## src/rtl/x86enc_pkg.sv

```systemverilog
// shared widths, sizes, command codes and opcode bytes of the x86-64 encoder
`timescale 1ns / 1ps
`default_nettype none
package x86enc_pkg;

  // sizes of the code page and the tables
  localparam int PAGE_BYTES = 4096;
  localparam int MAX_STMTS  = 256;
  localparam int MAX_REFS   = 32;
  localparam int RESULT_CAP = 32;

  // derived widths
  localparam int ADDR_W  = $clog2(PAGE_BYTES);
  localparam int CUR_W   = $clog2(PAGE_BYTES) + 1;
  localparam int STMT_AW = $clog2(MAX_STMTS);
  localparam int REF_AW  = $clog2(MAX_REFS);
  localparam int REF_CW  = $clog2(MAX_REFS + 1);

  // payload field widths
  localparam int CMD_W   = 4;
  localparam int REG_W   = 4;
  localparam int IMM_W   = 64;
  localparam int CC_W    = 4;
  localparam int STMT_W  = 8;
  localparam int BADDR_W = 12;
  localparam int BYTE_W  = 8;

  typedef enum logic [CMD_W-1:0] {
    CMD_BEGIN   = 4'd0,
    CMD_MARK    = 4'd1,
    CMD_RET     = 4'd2,
    CMD_MOV_IMM = 4'd3,
    CMD_MOV_REG = 4'd4,
    CMD_ADD_REG = 4'd5,
    CMD_ADD_IMM = 4'd6,
    CMD_CMP_IMM = 4'd7,
    CMD_CMP_REG = 4'd8,
    CMD_JMP     = 4'd9,
    CMD_JCC     = 4'd10,
    CMD_PATCH   = 4'd11
  } cmd_e;

  // opcode and prefix bytes
  localparam logic [7:0] OP_RET     = 8'hC3;
  localparam logic [7:0] OP_MOV_IMM = 8'hB8;
  localparam logic [7:0] OP_MOV_REG = 8'h89;
  localparam logic [7:0] OP_ADD_REG = 8'h01;
  localparam logic [7:0] OP_ALU_IMM = 8'h81;
  localparam logic [7:0] OP_JMP8    = 8'hEB;
  localparam logic [7:0] OP_CMP_REG = 8'h3B;
  localparam logic [7:0] OP_JCC8    = 8'h70;
  localparam logic [7:0] MODRM_REG  = 8'hC0;
  localparam logic [7:0] MODRM_CMP  = 8'hF8;
  localparam logic [7:0] REX_W      = 8'h48;

endpackage
`default_nettype wire

```

## src/rtl/x86enc_cmd_if.sv

```systemverilog
// command channel: valid/ready handshake with the command fields
`timescale 1ns / 1ps
`default_nettype none
interface x86enc_cmd_if;
  import x86enc_pkg::*;

  logic                valid;
  logic                ready;
  logic [CMD_W-1:0]    command;
  logic [REG_W-1:0]    dst_reg;
  logic [REG_W-1:0]    src_reg;
  logic [IMM_W-1:0]    immediate;
  logic [CC_W-1:0]     cond_code;
  logic [STMT_W-1:0]   target_stmt;
  logic [STMT_W-1:0]   stmt_index;

  modport source (
    output valid, command, dst_reg, src_reg, immediate, cond_code, target_stmt,
           stmt_index,
    input  ready
  );

  modport sink (
    input  valid, command, dst_reg, src_reg, immediate, cond_code, target_stmt,
           stmt_index,
    output ready
  );
endinterface
`default_nettype wire

```

## src/rtl/x86enc_wr_if.sv

```systemverilog
// byte write channel: valid/ready handshake with one code page byte write
`timescale 1ns / 1ps
`default_nettype none
interface x86enc_wr_if;
  import x86enc_pkg::*;

  logic               valid;
  logic               ready;
  logic [BADDR_W-1:0] byte_addr;
  logic [BYTE_W-1:0]  byte_data;
  logic               overflow;
  logic               last;

  modport source (
    output valid, byte_addr, byte_data, overflow, last,
    input  ready
  );

  modport sink (
    input  valid, byte_addr, byte_data, overflow, last,
    output ready
  );
endinterface
`default_nettype wire

```

## src/rtl/x86enc_ram.sv

```systemverilog
// generic simple dual-port ram, one write port, one registered read port
`timescale 1ns / 1ps
`default_nettype none
module x86enc_ram #(
  parameter int WIDTH = 8,
  parameter int DEPTH = 16
) (
  input  logic                     clk_i,
  input  logic                     we_i,
  input  logic [$clog2(DEPTH)-1:0] waddr_i,
  input  logic [WIDTH-1:0]         wdata_i,
  input  logic [$clog2(DEPTH)-1:0] raddr_i,
  output logic [WIDTH-1:0]         rdata_o
);

  logic [WIDTH-1:0] mem_q [DEPTH];
  logic [WIDTH-1:0] rdata_q;

  always_ff @(posedge clk_i) begin
    if (we_i) begin
      mem_q[waddr_i] <= wdata_i;
    end
    rdata_q <= mem_q[raddr_i];
  end

  assign rdata_o = rdata_q;

endmodule
`default_nettype wire

```

## src/rtl/x86_64_subset_encoder_with_branch_patch.sv

```systemverilog
// top level: x86-64 subset encoder with statement table and branch patching
`timescale 1ns / 1ps
`default_nettype none
// Encodes one command per transaction into x86-64 bytes, reporting each byte written to the
// code page as one transaction on wr_o. A new command is taken once the previous one has
// finished issuing its writes; the final write may still sit in the output register. Begin
// and mark complete as they are accepted; an instruction issues one byte write per cycle
// through the output register while wr_o is not stalled, a dropped instruction one overflow
// write. A patch handles each pending reference in turn: a read of the reference memory and
// then a dependent read of the statement start memory, both with registered read data. The
// statement and reference memories are not cleared after reset, so there is no startup pass.
module x86_64_subset_encoder_with_branch_patch (
  input  logic        clk_i,
  input  logic        rst_ni,
  x86enc_cmd_if.sink  cmd_i,
  x86enc_wr_if.source wr_o
);
  import x86enc_pkg::*;

  typedef enum logic [5:0] {
    S_IDLE  = 6'b000001,
    S_EMIT  = 6'b000010,
    S_DROP  = 6'b000100,
    S_P_RD  = 6'b001000,
    S_P_ST  = 6'b010000,
    S_P_OUT = 6'b100000
  } state_e;

  localparam int REF_DW = ADDR_W + STMT_W;

  state_e              state_q, state_d;
  logic [CUR_W-1:0]    cursor_q, cursor_d;
  logic [REF_CW-1:0]   ref_count_q, ref_count_d;
  logic [REF_AW-1:0]   pidx_q, pidx_d;
  logic [REF_CW-1:0]   pn_q, pn_d;
  logic [3:0]          k_q, k_d;
  logic [3:0]          len_q, len_d;

  // latched command payload
  logic [CMD_W-1:0]    cmd_q, cmd_d;
  logic [REG_W-1:0]    rd_q, rd_d;
  logic [REG_W-1:0]    rs_q, rs_d;
  logic [IMM_W-1:0]    imm_q, imm_d;
  logic [CC_W-1:0]     cc_q, cc_d;

  // output register
  logic                out_valid_q, out_valid_d;
  logic [BADDR_W-1:0]  out_addr_q, out_addr_d;
  logic [BYTE_W-1:0]   out_data_q, out_data_d;
  logic                out_ovf_q, out_ovf_d;
  logic                out_last_q, out_last_d;

  logic                acc;
  logic                slot_free;
  logic [3:0]          ilen;
  logic                fits;
  logic                refs_full;

  logic                stmt_we;
  logic [STMT_AW-1:0]  stmt_waddr;
  logic [ADDR_W-1:0]   stmt_rdata;
  logic [STMT_AW-1:0]  stmt_raddr;
  logic                ref_we;
  logic [REF_AW-1:0]   ref_waddr;
  logic [REF_DW-1:0]   ref_wdata;
  logic [REF_DW-1:0]   ref_rdata;

  logic [STMT_W-1:0]   ref_tgt;
  logic [ADDR_W-1:0]   ref_pos;
  logic [ADDR_W-1:0]   tgt_start;
  logic [7:0]          disp;

  function automatic logic [3:0] cmd_len(input logic [CMD_W-1:0] c);
    logic [3:0] n;
    case (c)
      CMD_RET:                           n = 4'd1;
      CMD_MOV_IMM:                       n = 4'd10;
      CMD_MOV_REG, CMD_ADD_REG,
      CMD_CMP_REG:                       n = 4'd3;
      CMD_ADD_IMM, CMD_CMP_IMM:          n = 4'd7;
      CMD_JMP, CMD_JCC:                  n = 4'd2;
      default:                           n = 4'd0;
    endcase
    return n;
  endfunction

  function automatic logic [7:0] enc_byte(
    input logic [CMD_W-1:0] c,
    input logic [REG_W-1:0] rd,
    input logic [REG_W-1:0] rs,
    input logic [IMM_W-1:0] imm,
    input logic [CC_W-1:0]  cc,
    input logic [3:0]       k
  );
    logic [7:0] b;
    logic [2:0] i2;
    logic [2:0] i3;
    i2 = 3'(k - 4'd2);
    i3 = 3'(k - 4'd3);
    b  = 8'h00;
    case (c)
      CMD_RET: b = OP_RET;
      CMD_MOV_IMM: begin
        case (k)
          4'd0:    b = REX_W | {7'd0, rd[3]};
          4'd1:    b = OP_MOV_IMM | {5'd0, rd[2:0]};
          default: b = imm[8*i2 +: 8];
        endcase
      end
      CMD_MOV_REG, CMD_ADD_REG: begin
        case (k)
          4'd0:    b = REX_W | {5'd0, rs[3], 1'b0, rd[3]};
          4'd1:    b = (c == CMD_MOV_REG) ? OP_MOV_REG : OP_ADD_REG;
          default: b = MODRM_REG | {2'd0, rs[2:0], rd[2:0]};
        endcase
      end
      CMD_CMP_REG: begin
        case (k)
          4'd0:    b = REX_W | {5'd0, rd[3], 1'b0, rs[3]};
          4'd1:    b = OP_CMP_REG;
          default: b = MODRM_REG | {2'd0, rd[2:0], rs[2:0]};
        endcase
      end
      CMD_ADD_IMM, CMD_CMP_IMM: begin
        case (k)
          4'd0:    b = REX_W | {7'd0, rd[3]};
          4'd1:    b = OP_ALU_IMM;
          4'd2:    b = ((c == CMD_ADD_IMM) ? MODRM_REG : MODRM_CMP) | {5'd0, rd[2:0]};
          default: b = imm[8*i3 +: 8];
        endcase
      end
      CMD_JMP, CMD_JCC: begin
        if (k == 4'd0) begin
          b = (c == CMD_JMP) ? OP_JMP8 : (OP_JCC8 | {4'd0, cc});
        end else begin
          b = 8'h00;
        end
      end
      default: b = 8'h00;
    endcase
    return b;
  endfunction

  x86enc_ram #(
    .WIDTH (ADDR_W),
    .DEPTH (MAX_STMTS)
  ) u_stmt_ram (
    .clk_i   (clk_i),
    .we_i    (stmt_we),
    .waddr_i (stmt_waddr),
    .wdata_i (cursor_q[ADDR_W-1:0]),
    .raddr_i (stmt_raddr),
    .rdata_o (stmt_rdata)
  );

  x86enc_ram #(
    .WIDTH (REF_DW),
    .DEPTH (MAX_REFS)
  ) u_ref_ram (
    .clk_i   (clk_i),
    .we_i    (ref_we),
    .waddr_i (ref_waddr),
    .wdata_i (ref_wdata),
    .raddr_i (pidx_q),
    .rdata_o (ref_rdata)
  );

  assign cmd_i.ready = (state_q == S_IDLE);
  assign acc         = cmd_i.valid && cmd_i.ready;
  assign slot_free   = !out_valid_q || wr_o.ready;

  assign ilen      = cmd_len(cmd_i.command);
  assign fits      = (32'(cursor_q) + 32'(ilen)) <= PAGE_BYTES;
  assign refs_full = 32'(ref_count_q) >= MAX_REFS;

  assign stmt_waddr = STMT_AW'(cmd_i.stmt_index);
  assign ref_waddr  = ref_count_q[REF_AW-1:0];
  // displacement byte sits right after the opcode
  assign ref_wdata  = {ADDR_W'(cursor_q + CUR_W'(1)), cmd_i.target_stmt};

  // read addresses follow the registered read data, so they hold while the output stalls
  assign ref_tgt    = ref_rdata[STMT_W-1:0];
  assign ref_pos    = ref_rdata[REF_DW-1:STMT_W];
  assign stmt_raddr = STMT_AW'(ref_tgt);
  assign tgt_start  = (32'(ref_tgt) < MAX_STMTS) ? stmt_rdata : '0;
  assign disp       = tgt_start[7:0] - ref_pos[7:0] - 8'd1;

  always_comb begin
    state_d     = state_q;
    cursor_d    = cursor_q;
    ref_count_d = ref_count_q;
    pidx_d      = pidx_q;
    pn_d        = pn_q;
    k_d         = k_q;
    len_d       = len_q;
    cmd_d       = cmd_q;
    rd_d        = rd_q;
    rs_d        = rs_q;
    imm_d       = imm_q;
    cc_d        = cc_q;
    out_valid_d = out_valid_q && !wr_o.ready;
    out_addr_d  = out_addr_q;
    out_data_d  = out_data_q;
    out_ovf_d   = out_ovf_q;
    out_last_d  = out_last_q;
    stmt_we     = 1'b0;
    ref_we      = 1'b0;

    case (state_q)
      S_IDLE: begin
        if (acc) begin
          cmd_d = cmd_i.command;
          rd_d  = cmd_i.dst_reg;
          rs_d  = cmd_i.src_reg;
          imm_d = cmd_i.immediate;
          cc_d  = cmd_i.cond_code;
          len_d = ilen;
          k_d   = 4'd0;
          case (cmd_i.command)
            CMD_BEGIN: begin
              cursor_d    = '0;
              ref_count_d = '0;
            end
            CMD_MARK: begin
              stmt_we = 32'(cmd_i.stmt_index) < MAX_STMTS;
            end
            CMD_RET, CMD_MOV_IMM, CMD_MOV_REG, CMD_ADD_REG, CMD_ADD_IMM,
            CMD_CMP_IMM, CMD_CMP_REG: begin
              state_d = fits ? S_EMIT : S_DROP;
            end
            CMD_JMP, CMD_JCC: begin
              if (fits && !refs_full) begin
                ref_we      = 1'b1;
                ref_count_d = ref_count_q + REF_CW'(1);
                state_d     = S_EMIT;
              end else begin
                state_d = S_DROP;
              end
            end
            CMD_PATCH: begin
              pidx_d = '0;
              pn_d   = (32'(ref_count_q) > RESULT_CAP) ? REF_CW'(RESULT_CAP) : ref_count_q;
              if (ref_count_q != '0) begin
                state_d = S_P_RD;
              end
            end
            default: ;
          endcase
        end
      end
      S_EMIT: begin
        if (slot_free) begin
          out_valid_d = 1'b1;
          out_addr_d  = BADDR_W'(cursor_q);
          out_data_d  = enc_byte(cmd_q, rd_q, rs_q, imm_q, cc_q, k_q);
          out_ovf_d   = 1'b0;
          out_last_d  = (k_q == len_q - 4'd1);
          cursor_d    = cursor_q + CUR_W'(1);
          k_d         = k_q + 4'd1;
          if (k_q == len_q - 4'd1) begin
            state_d = S_IDLE;
          end
        end
      end
      S_DROP: begin
        if (slot_free) begin
          out_valid_d = 1'b1;
          out_addr_d  = '0;
          out_data_d  = '0;
          out_ovf_d   = 1'b1;
          out_last_d  = 1'b1;
          state_d     = S_IDLE;
        end
      end
      S_P_RD: begin
        state_d = S_P_ST;
      end
      S_P_ST: begin
        state_d = S_P_OUT;
      end
      S_P_OUT: begin
        if (slot_free) begin
          out_valid_d = 1'b1;
          out_addr_d  = BADDR_W'(ref_pos);
          out_data_d  = disp;
          out_ovf_d   = 1'b0;
          out_last_d  = (32'(pidx_q) + 32'd1 == 32'(pn_q));
          if (32'(pidx_q) + 32'd1 == 32'(pn_q)) begin
            state_d = S_IDLE;
          end else begin
            pidx_d  = pidx_q + REF_AW'(1);
            state_d = S_P_RD;
          end
        end
      end
      default: state_d = S_IDLE;
    endcase
  end

  always_ff @(posedge clk_i or negedge rst_ni) begin
    if (!rst_ni) begin
      state_q     <= S_IDLE;
      cursor_q    <= '0;
      ref_count_q <= '0;
      pidx_q      <= '0;
      pn_q        <= '0;
      k_q         <= '0;
      len_q       <= '0;
      out_valid_q <= 1'b0;
    end else begin
      state_q     <= state_d;
      cursor_q    <= cursor_d;
      ref_count_q <= ref_count_d;
      pidx_q      <= pidx_d;
      pn_q        <= pn_d;
      k_q         <= k_d;
      len_q       <= len_d;
      out_valid_q <= out_valid_d;
    end
  end

  always_ff @(posedge clk_i) begin
    cmd_q      <= cmd_d;
    rd_q       <= rd_d;
    rs_q       <= rs_d;
    imm_q      <= imm_d;
    cc_q       <= cc_d;
    out_addr_q <= out_addr_d;
    out_data_q <= out_data_d;
    out_ovf_q  <= out_ovf_d;
    out_last_q <= out_last_d;
  end

  assign wr_o.valid     = out_valid_q;
  assign wr_o.byte_addr = out_addr_q;
  assign wr_o.byte_data = out_data_q;
  assign wr_o.overflow  = out_ovf_q;
  assign wr_o.last      = out_last_q;

  a_cursor_in_page: assert property (@(posedge clk_i) disable iff (!rst_ni)
    32'(cursor_q) <= PAGE_BYTES)
    else $error("write cursor ran past the end of the page");

  a_refs_bounded: assert property (@(posedge clk_i) disable iff (!rst_ni)
    32'(ref_count_q) <= MAX_REFS)
    else $error("reference count above list size");

  a_ovf_is_last: assert property (@(posedge clk_i) disable iff (!rst_ni)
    (out_valid_q && out_ovf_q) |-> (out_last_q && out_addr_q == '0 && out_data_q == '0))
    else $error("dropped command reported with a payload");

  a_patch_starts: assert property (@(posedge clk_i) disable iff (!rst_ni)
    (acc && cmd_i.command == CMD_PATCH && ref_count_q != '0) |=> (state_q == S_P_RD))
    else $error("patch with pending references did not start its sweep");

endmodule
`default_nettype wire

```

## src/flat_wrapper.sv

```systemverilog
// flat-port wrapper written by rule: the top's interface ports become plain ports
module x86_64_subset_encoder_with_branch_patch_flat import x86enc_pkg::*;
  (clk_i, rst_ni, cmd_i_valid, cmd_i_command, cmd_i_dst_reg, cmd_i_src_reg, cmd_i_immediate, cmd_i_cond_code, cmd_i_target_stmt, cmd_i_stmt_index, cmd_i_ready, wr_o_valid, wr_o_byte_addr, wr_o_byte_data, wr_o_overflow, wr_o_last, wr_o_ready);
  x86enc_cmd_if cmd_i_i ();
  x86enc_wr_if wr_o_i ();
  input  logic clk_i;
  input  logic rst_ni;
  input wire logic [$bits(cmd_i_i.valid)-1:0] cmd_i_valid;
  input wire logic [$bits(cmd_i_i.command)-1:0] cmd_i_command;
  input wire logic [$bits(cmd_i_i.dst_reg)-1:0] cmd_i_dst_reg;
  input wire logic [$bits(cmd_i_i.src_reg)-1:0] cmd_i_src_reg;
  input wire logic [$bits(cmd_i_i.immediate)-1:0] cmd_i_immediate;
  input wire logic [$bits(cmd_i_i.cond_code)-1:0] cmd_i_cond_code;
  input wire logic [$bits(cmd_i_i.target_stmt)-1:0] cmd_i_target_stmt;
  input wire logic [$bits(cmd_i_i.stmt_index)-1:0] cmd_i_stmt_index;
  output wire logic [$bits(cmd_i_i.ready)-1:0] cmd_i_ready;
  output wire logic [$bits(wr_o_i.valid)-1:0] wr_o_valid;
  output wire logic [$bits(wr_o_i.byte_addr)-1:0] wr_o_byte_addr;
  output wire logic [$bits(wr_o_i.byte_data)-1:0] wr_o_byte_data;
  output wire logic [$bits(wr_o_i.overflow)-1:0] wr_o_overflow;
  output wire logic [$bits(wr_o_i.last)-1:0] wr_o_last;
  input wire logic [$bits(wr_o_i.ready)-1:0] wr_o_ready;
  assign cmd_i_i.valid = cmd_i_valid;
  assign cmd_i_i.command = cmd_i_command;
  assign cmd_i_i.dst_reg = cmd_i_dst_reg;
  assign cmd_i_i.src_reg = cmd_i_src_reg;
  assign cmd_i_i.immediate = cmd_i_immediate;
  assign cmd_i_i.cond_code = cmd_i_cond_code;
  assign cmd_i_i.target_stmt = cmd_i_target_stmt;
  assign cmd_i_i.stmt_index = cmd_i_stmt_index;
  assign cmd_i_ready = cmd_i_i.ready;
  assign wr_o_valid = wr_o_i.valid;
  assign wr_o_byte_addr = wr_o_i.byte_addr;
  assign wr_o_byte_data = wr_o_i.byte_data;
  assign wr_o_overflow = wr_o_i.overflow;
  assign wr_o_last = wr_o_i.last;
  assign wr_o_i.ready = wr_o_ready;
  x86_64_subset_encoder_with_branch_patch u_core (.clk_i(clk_i), .rst_ni(rst_ni), .cmd_i(cmd_i_i), .wr_o(wr_o_i));
endmodule
```

## config.mk

```make
export PLATFORM = sky130hd
export DESIGN_NAME = x86_64_subset_encoder_with_branch_patch_flat
export DESIGN_NICKNAME = d
export VERILOG_FILES = /design/src/rtl/x86enc_pkg.sv /design/src/rtl/x86enc_cmd_if.sv /design/src/rtl/x86enc_wr_if.sv /design/src/rtl/x86enc_ram.sv /design/src/rtl/x86_64_subset_encoder_with_branch_patch.sv /design/src/flat_wrapper.sv
export SDC_FILE = /design/constraint.sdc
export NUM_CORES = 2
export LEC_CHECK = 0
export BUFFER_PORTS_ARGS = -buffer_cell sky130_fd_sc_hd__buf_4
export CORE_MARGIN = 10
export CORE_UTILIZATION = 50
export DETAILED_ROUTE_END_ITERATION = 6
export PLACE_DENSITY = 0.71
export SYNTH_ARGS = -nofsm -noshare
export SYNTH_HDL_FRONTEND = slang
export SYNTH_SLANG_ARGS = --single-unit
```

## constraint.sdc

```tcl
create_clock -name clk_i -period 7.6 [get_ports clk_i]
set_input_delay 1.52 -clock clk_i [delete_from_list [all_inputs] [get_ports clk_i]]
set_output_delay 1.52 -clock clk_i [all_outputs]
set_load 0.03 [all_outputs]
```

Yosys cells after proc, flatten, opt, wreduce, memory -nomap -nowiden
Memory sizes are Yosys's and may differ from the RTL's. A register that Yosys moved wholly into a read port is not among the register bits.
Index checks and enable logic that the tools add are counted.

operators by class
  multiplexer cells = 62
  add/subtract/negate cells = 11
  shift-type cells = 2
  magnitude comparators = 3
  reductions and logical operators = 31
  bitwise logic cells = 1
  equality and inequality tests = 42

operator list
  cell                                                              count
  variable part select 64 x 7 -> 8 bit                              2
  2-to-1 mux 6 bit                                                  9
  2-to-1 mux 8 bit                                                  6
  one-hot mux 8 bit (2 select lines)                                3
  one-hot mux 8 bit (3 select lines)                                2
  one-hot mux 8 bit (6 select lines)                                1
  2-to-1 mux 13 bit                                                 3
  2-to-1 mux 12 bit                                                 3
  one-hot mux 12 bit (3 select lines)                               1
  one-hot mux 6 bit (6 select lines)                                1
  == test 32 x 6 -> 1 bit                                           1
  == test 4 x 3 -> 1 bit, second input constant                     8
  less-or-equal comparator 32 x 13 -> 1 bit, second input constant  1
  == test 4 bit, second input constant                              7
  one-hot mux 13 bit (2 select lines)                               1
  == test 4 x 2 -> 1 bit, second input constant                     5
  2-to-1 mux 5 bit                                                  4
  one-hot mux 6 bit (3 select lines)                                1
  2-to-1 mux 1 bit                                                  17
  adder 13 x 4 -> 14 bit                                            1
  adder 13 x 1 -> 13 bit, second input constant                     1
  2-to-1 mux 4 bit                                                  3
  != test 2 x 1 -> 1 bit, second input constant                     6
  one-hot mux 6 bit (2 select lines)                                1
  other kinds (42)                                                  64

storage, ports and cells
  register bits after elaboration = 147
  memory bits (writable) = 3712
  input port bits = 100
  bits in read-only memories = 64
  word-level logic and storage cells = 172
  memories = 3

memory list
  memory                   words  width  rd ports  clocked after memory_dff  write ports  RTL line                                       source
  u_core.u_stmt_ram.mem_q  256    12     1         1                         1            x86enc_ram.sv:16                               logic [WIDTH-1:0] mem_q [DEPTH];
  u_core.u_ref_ram.mem_q   32     20     1         1                         1            x86enc_ram.sv:16
  (name not given)         16     4      1         0                         0            x86_64_subset_encoder_with_branch_patch.sv:75  case (c)

Logic depth before layout (Yosys ltp)
An unclocked memory read counts as a cell.

  depth after elaboration = 10
  depth in mapped cells = 14

By module
A second synthesis with hierarchy kept.

second synthesis, totals
  cells, all modules = 7642
  area, all modules = 152555.1 sq um

by module, submodules not included
  module                                   seq. area each (sq um)  area each (sq um)  cells an instance  times used
  x86enc_ram (u_core.u_stmt_ram)           92488.7                 118632.5           5506               1
  x86enc_ram (u_core.u_ref_ram)            19618.8                 25553.3            1414               1
  x86_64_subset_encoder_with_branch_patch  4190.3                  8369.3             722                1

Worst setup path after synthesis
Ideal clock, no wire load.

  path type = reg-to-reg
  from = reg u_core.cursor_q[0]
  to = mem u_core.u_ref_ram.mem_q[24][0] in the netlist's numbering (enable)
  required time = 7.203 ns
  buffers on the path = 0
  setup slack = 0.406 ns
  cell stages (with the launch flop) = 11
  arrival time = 6.797 ns
  cell sequence = dfrtp_1 -> ha_1 -> inv_1 -> fa_1 -> nand2b_1 -> a21o_1 -> o32a_1 -> a2111oi_4 -> a21o_1 -> nand3_1 -> nor2_1

on the way
  word-level cells in the longest chain between the ends = 9

ends and longest elaborated chain
  element                                    RTL line                                        source
  start, declared                            x86_64_subset_encoder_with_branch_patch.sv:32   logic [CUR_W-1:0] cursor_q, cursor_d;
  start signal, assigned                     x86_64_subset_encoder_with_branch_patch.sv:312  cursor_q <= cursor_d;
  adder 13 x 4 -> 14 bit                     x86_64_subset_encoder_with_branch_patch.sv:173  assign fits = (32'(cursor_q) + 32'(ilen)) <= PAGE_BYTES;
  less-or-equal comparator 32 x 13 -> 1 bit  x86_64_subset_encoder_with_branch_patch.sv:173
  logical AND 1 bit                          x86_64_subset_encoder_with_branch_patch.sv:232  if (fits && !refs_full) begin
  2-to-1 mux 1 bit                           x86_64_subset_encoder_with_branch_patch.sv:232
  2-to-1 mux 1 bit                           x86_64_subset_encoder_with_branch_patch.sv:219  case (cmd_i.command)
  2-to-1 mux 1 bit                           x86_64_subset_encoder_with_branch_patch.sv:211  if (acc) begin
  2-to-1 mux 1 bit                           x86_64_subset_encoder_with_branch_patch.sv:209  case (state_q)
  2-to-1 mux 1 bit                           x86enc_ram.sv:20                                if (we_i) begin
  2-to-1 mux 1 bit (not written as such)     x86enc_ram.sv:21                                mem_q[waddr_i] <= wdata_i;
  end, declared                              x86enc_ram.sv:16

Every way passes these cells.

Final worst setup path
  from = in cmd_i_command[2]
  to = mem u_core.u_ref_ram.mem_q[19][16] in the netlist's numbering (enable)

on the way
  word-level cells in the longest chain between the ends = 10
  elaborated cells on any way between the ends = 13

ends and longest elaborated chain
  element                                    RTL line                                        source
  start, declared                            flat_wrapper.sv:9                               input wire logic [$bits(cmd_i_i.command)-1:0] cmd_i_command;
  memory read (16 x 4 bit)                   n/a
  via u_core.ilen[0]                         x86_64_subset_encoder_with_branch_patch.sv:55   logic [3:0] ilen;
  adder 13 x 4 -> 14 bit                     x86_64_subset_encoder_with_branch_patch.sv:173
  less-or-equal comparator 32 x 13 -> 1 bit  x86_64_subset_encoder_with_branch_patch.sv:173
  logical AND 1 bit                          x86_64_subset_encoder_with_branch_patch.sv:232
  2-to-1 mux 1 bit                           x86_64_subset_encoder_with_branch_patch.sv:232
  2-to-1 mux 1 bit                           x86_64_subset_encoder_with_branch_patch.sv:219
  2-to-1 mux 1 bit                           x86_64_subset_encoder_with_branch_patch.sv:211
  2-to-1 mux 1 bit                           x86_64_subset_encoder_with_branch_patch.sv:209
  2-to-1 mux 1 bit                           x86enc_ram.sv:20
  2-to-1 mux 1 bit (not written as such)     x86enc_ram.sv:21

The timed path passes the listed nets, and every way through them passes these cells.

==> out/metrics.yaml <==
pwr:
  power.density_mw_per_mm2: 278.9
  pwr-share-seq: 0.522
  comb_power_share: 0.077
  swShare: 0.2257
  p_clk_frac: 0.401
  vdd_drop_max_v: 0.0002789
  total_power_mw: 35.18
  p_int_mw: 27.24
  p_leak_nw: 38.97
  switchingPower_mw: 7.940
layout:
  drive_above_1_share: 0.2919
  final_nets: 5442
  synthToLayoutAreaGrowth_pct: 12.64
  seqCellArea_mm2: 0.08553
  n_fill_cell: 15940
  fin_cells: 8510
  multiInputGateArea_mm2: 0.02561
sta:
  rsz0062_at_grt: "false"
  max_freq_mhz: 196.5
  slew_headroom: 0.1810
  hold_violations: 0
  finClkSkew_ns: 0.09435
  final-max-slew-violation-count: 0
  setup-tns-final_ns: 0
  hold_ws_ns: 0.5193
  min_period_ns: 5.089
  setup_violations: 0
  fin_crit_sh: 0.6696
  worst_pin_slew_ns: 1.217
critical_path:
  critPathMaxFanout: 12
  timing.rr.start: "u_core.cursor_q[1]$_DFFE_PN0P_"
  cp_cell_sequence: "buf_4 -> nand2b_1 -> mux2_2 -> o22ai_1 -> ha_1 -> inv_1 -> fa_1 -> nand2b_1 -> a21o_1 -> o32a_1 -> a2111oi_4 -> a21o_1 -> nand3_1 -> buf_4 -> nor2_2 -> buf_4"
  crit_family: "compound AO/OA/AOI/OAI gates"
  crit_path_end: "u_core.u_ref_ram.mem_q[19][16]$_DFFE_PP_"
  crit_path_start_kind: "input port"
  end_kind: "register"
  r2r_slack_ns: 2.74
  reg2reg_depth: 11
  path_common_cell: "buf_4"
  cp.depth: 16
  crit_arrival_ns: 5.71
  path_buf_inv: 4
  crit_start: "cmd_i_command[2]"
  crit_required_ns: 8.23
  r2r_end: "u_core.u_ref_ram.mem_q[19][16]$_DFFE_PP_"
  critPathKind: "in2reg"
  max_stage_delay_ns: 0.44
  crit_slowest_cell: "a2111oi_4"
route:
  dr_wl_met2_mm: 123.3
  drc: 0
  detail_route.wl_per_cell_um: 30.08
  dr.pass1.iters: 6
  met3WireLength_mm: 23.09
  first_iter_violations: 6064
  route.top_layer_used: "met5"
  vias: 53150
  wl_met1_mm: 101.3
  routed_via_density: 6.245
  ant_nets: 0
  routed_wl_mm: 256.0
floorplanning:
  die_h_um: 493.3
  start_util: 0.5033
  rows: 173
  core_area_mm2: 0.2225
  die_w_um: 493.3
  num_io_pins: 124
  die_area_mm2: 0.2433
global_route:
  grt_pass1_vias: 53880
  antenna_found_initial: 8
  grtUsageTotal: 0.2077
  grt_max_degree: 189
  grt_pass1_wl_mm: 375.7
  grt_overflow: 0
run:
  drv_cap: 0
logic_synthesis:
  netlist.area_leader.share: 0.7480
  ys_ff_latch: 2863
  syn_inst: 5074
  async_flop_share: 0.01572
  yosys_warnings: 0
  synth_area_leader_cell: "edfxtp_1"
  synth_area_leaders: "edfxtp_1, mux4_2, nor2_1"
  netlist_area_mm2: 0.1120
  synthFlopType: "edfxtp_1"
  syn_avg_cell_area_um2: 22.07
  ys_types: 79
  synth_edf_count: 2790
  syn_nets: 5199
  synth_seq_area_share: 0.7631
clocking:
  cts_tree: "built"
  htreeDepth: 5
  cts_sinks: 2863
  clk_latency_ns: 0.94
  clockRootBuffer: "clkbuf_16"
  ctsHoldBuffers: 0
  post_cts_buffers: 0
  cts_buffer_depth: 4
  cts_buffers: 301
  cts_resized: 0
  clk_pin_slew_ns: 0.06
placement:
  dp_hpwl_mm: 151.2
  placedCellCount: 7989
  gp_congestion: 0.8734
  portBuffers: 123
worst_hold_path:
  hold_path_class: "reg2reg"
outcome:
  status: "finished, final reports clean"
==> worst min-delay path by stage <==
stage,from,end,cells after the start,slack [ns]
after floorplan,u_core.len_q[3]$_DFFE_PN0P_,u_core.len_q[3]$_DFFE_PN0P_,2,0.46
after global placement,u_core.pn_q[0]$_DFFE_PN0P_,u_core.pn_q[0]$_DFFE_PN0P_,2,0.49
after detailed placement,u_core.pn_q[2]$_DFFE_PN0P_,u_core.pn_q[2]$_DFFE_PN0P_,2,0.50
after CTS,u_core.len_q[3]$_DFFE_PN0P_,u_core.len_q[3]$_DFFE_PN0P_,2,0.52
after global routing,u_core.pn_q[5]$_DFFE_PN0P_,u_core.pn_q[5]$_DFFE_PN0P_,2,0.53
final,u_core.len_q[3]$_DFFE_PN0P_,u_core.len_q[3]$_DFFE_PN0P_,2,0.52
==> Yosys cell counts (all sizes together), types with 3 or more instances <==
library cell  instances
a31oi                 7
and4b                 8
a32oi                 3
or3                   9
o221ai                3
o31ai                 5
nand3b                5
or3b                  3
mux2                 75
o22ai                77
dfxtp                28
a22o                 13
a211o                 3
nor3                 15
clkbuf              146
o21a                  3
nand3                43
o21ai                75
dfrtp                44
nor2                333
a22oi                 5
or2                   5
inv                  34
nor3b                 7
and4                  3
xnor2                19
o311ai                3
a21oi                36
a21o                  5
nand2               124
nand4                10
xor2                 20
ha                   23
buf                 128
and2                 10
nand2b               17
edfxtp             2790
mux4                840
nor4                 18
and3                  4
a211oi                6
nor2b                11
or4                   4
mux2i                28
==> metrics by stage <==
step,setup slack (ns),util,area (um2)
global placement,1.734,0.5249,116800
floorplan,0.4063,-,112000
CTS,2.577,0.5669,126100
finish,2.511,0.5669,126200
global route,2.307,0.5669,126200
detailed placement,1.592,0.5249,116800
==> state kept, by name (all words and copies together), names as in the netlist, 5 cells and up <==
name,count
u_core.cursor_q,13
u_core.imm_q,64
u_core.pidx_q,5
u_core.pn_q,6
u_core.ref_count_q,6
u_core.state_q,6
u_core.u_ref_ram.mem_q,640
u_core.u_ref_ram.rdata_o,20
u_core.u_stmt_ram.mem_q,2048
u_core.u_stmt_ram.rdata_o,8
u_core.wr_o.byte_addr,12
u_core.wr_o.byte_data,8
==> power groups by stage <==
stage	clock network (mW)	logic, mW	registers, mW
2_1_floorplan	0	1.47	18.9
3_3_place_gp	0	2.64	18.7
3_5_place_dp	0	2.72	18.7
4_1_cts	14.3	2.72	18.4
5_1_grt	14.9	2.90	18.4
6_report	14.1	2.70	18.4
==> logic make-up after synthesis <==
kind of cell	Yosys count	synth area share
xor+xnor	39	0.003050
buf+inv	309	0.01158
simple gates	633	0.02563
flops	2863	0.7631
mux	943	0.1789
compound gates	262	0.01478
fa+ha+maj	25	0.002927
==> final cells by class <==
type	instances	share of cell area
clock inverters	140	0.01108
flip-flops and latches	2863	0.6780
multi-input cells	1902	0.2030
clock buffers	376	0.06294
repair buffers	214	0.01432
diodes	5	0.00009918
inverters	35	0.001051
well taps	2975	0.02951
==> layout by cell type (no fill, tap or decap), types with 10 or more instances in the layout <==
cell	netlist	final
a21oi_1	36	36
a22o_1	13	13
and2_1	10	10
buf_12	0	16
buf_4	9	198
bufinv_16	0	27
clkbuf_1	146	68
clkbuf_16	0	306
clkinv_1	1	50
clkinv_2	0	41
clkinvlp_4	0	12
dfrtp_1	44	31
dfrtp_4	0	11
dfxtp_1	28	23
edfxtp_1	2790	2790
ha_1	23	23
inv_1	33	33
mux2_2	75	75
mux2i_1	28	28
mux4_2	840	840
nand2_1	123	123
nand2b_1	17	17
nand3_1	41	36
nand4_1	10	10
nor2_1	331	298
nor2_2	1	18
nor2_4	1	17
nor2b_1	11	11
nor3_1	14	14
nor4_1	18	18
o21ai_0	74	74
o22ai_1	77	77
xnor2_1	19	13
xor2_1	20	16
==> routing by layer <==
metal	global-route usage	up-vias
li1	-	21850
met1	0.2956	28090
met2	0.3252	2737
met3	0.04380	468
met4	0.06677	6
met5	0	-
==> worst reg2reg max path, cell delays in order (launching register included) <==
cell and delay (ns):
dfrtp_4 1.19, inv_1 0.23, fa_1 0.50, nand2b_1 0.21
a21o_1 0.19, o32a_1 0.37, a2111oi_4 0.45, a21o_1 0.31
nand3_1 0.12, buf_4 0.23, nor2_2 0.44, buf_4 0.32
(Power assumes the default switching activity.)
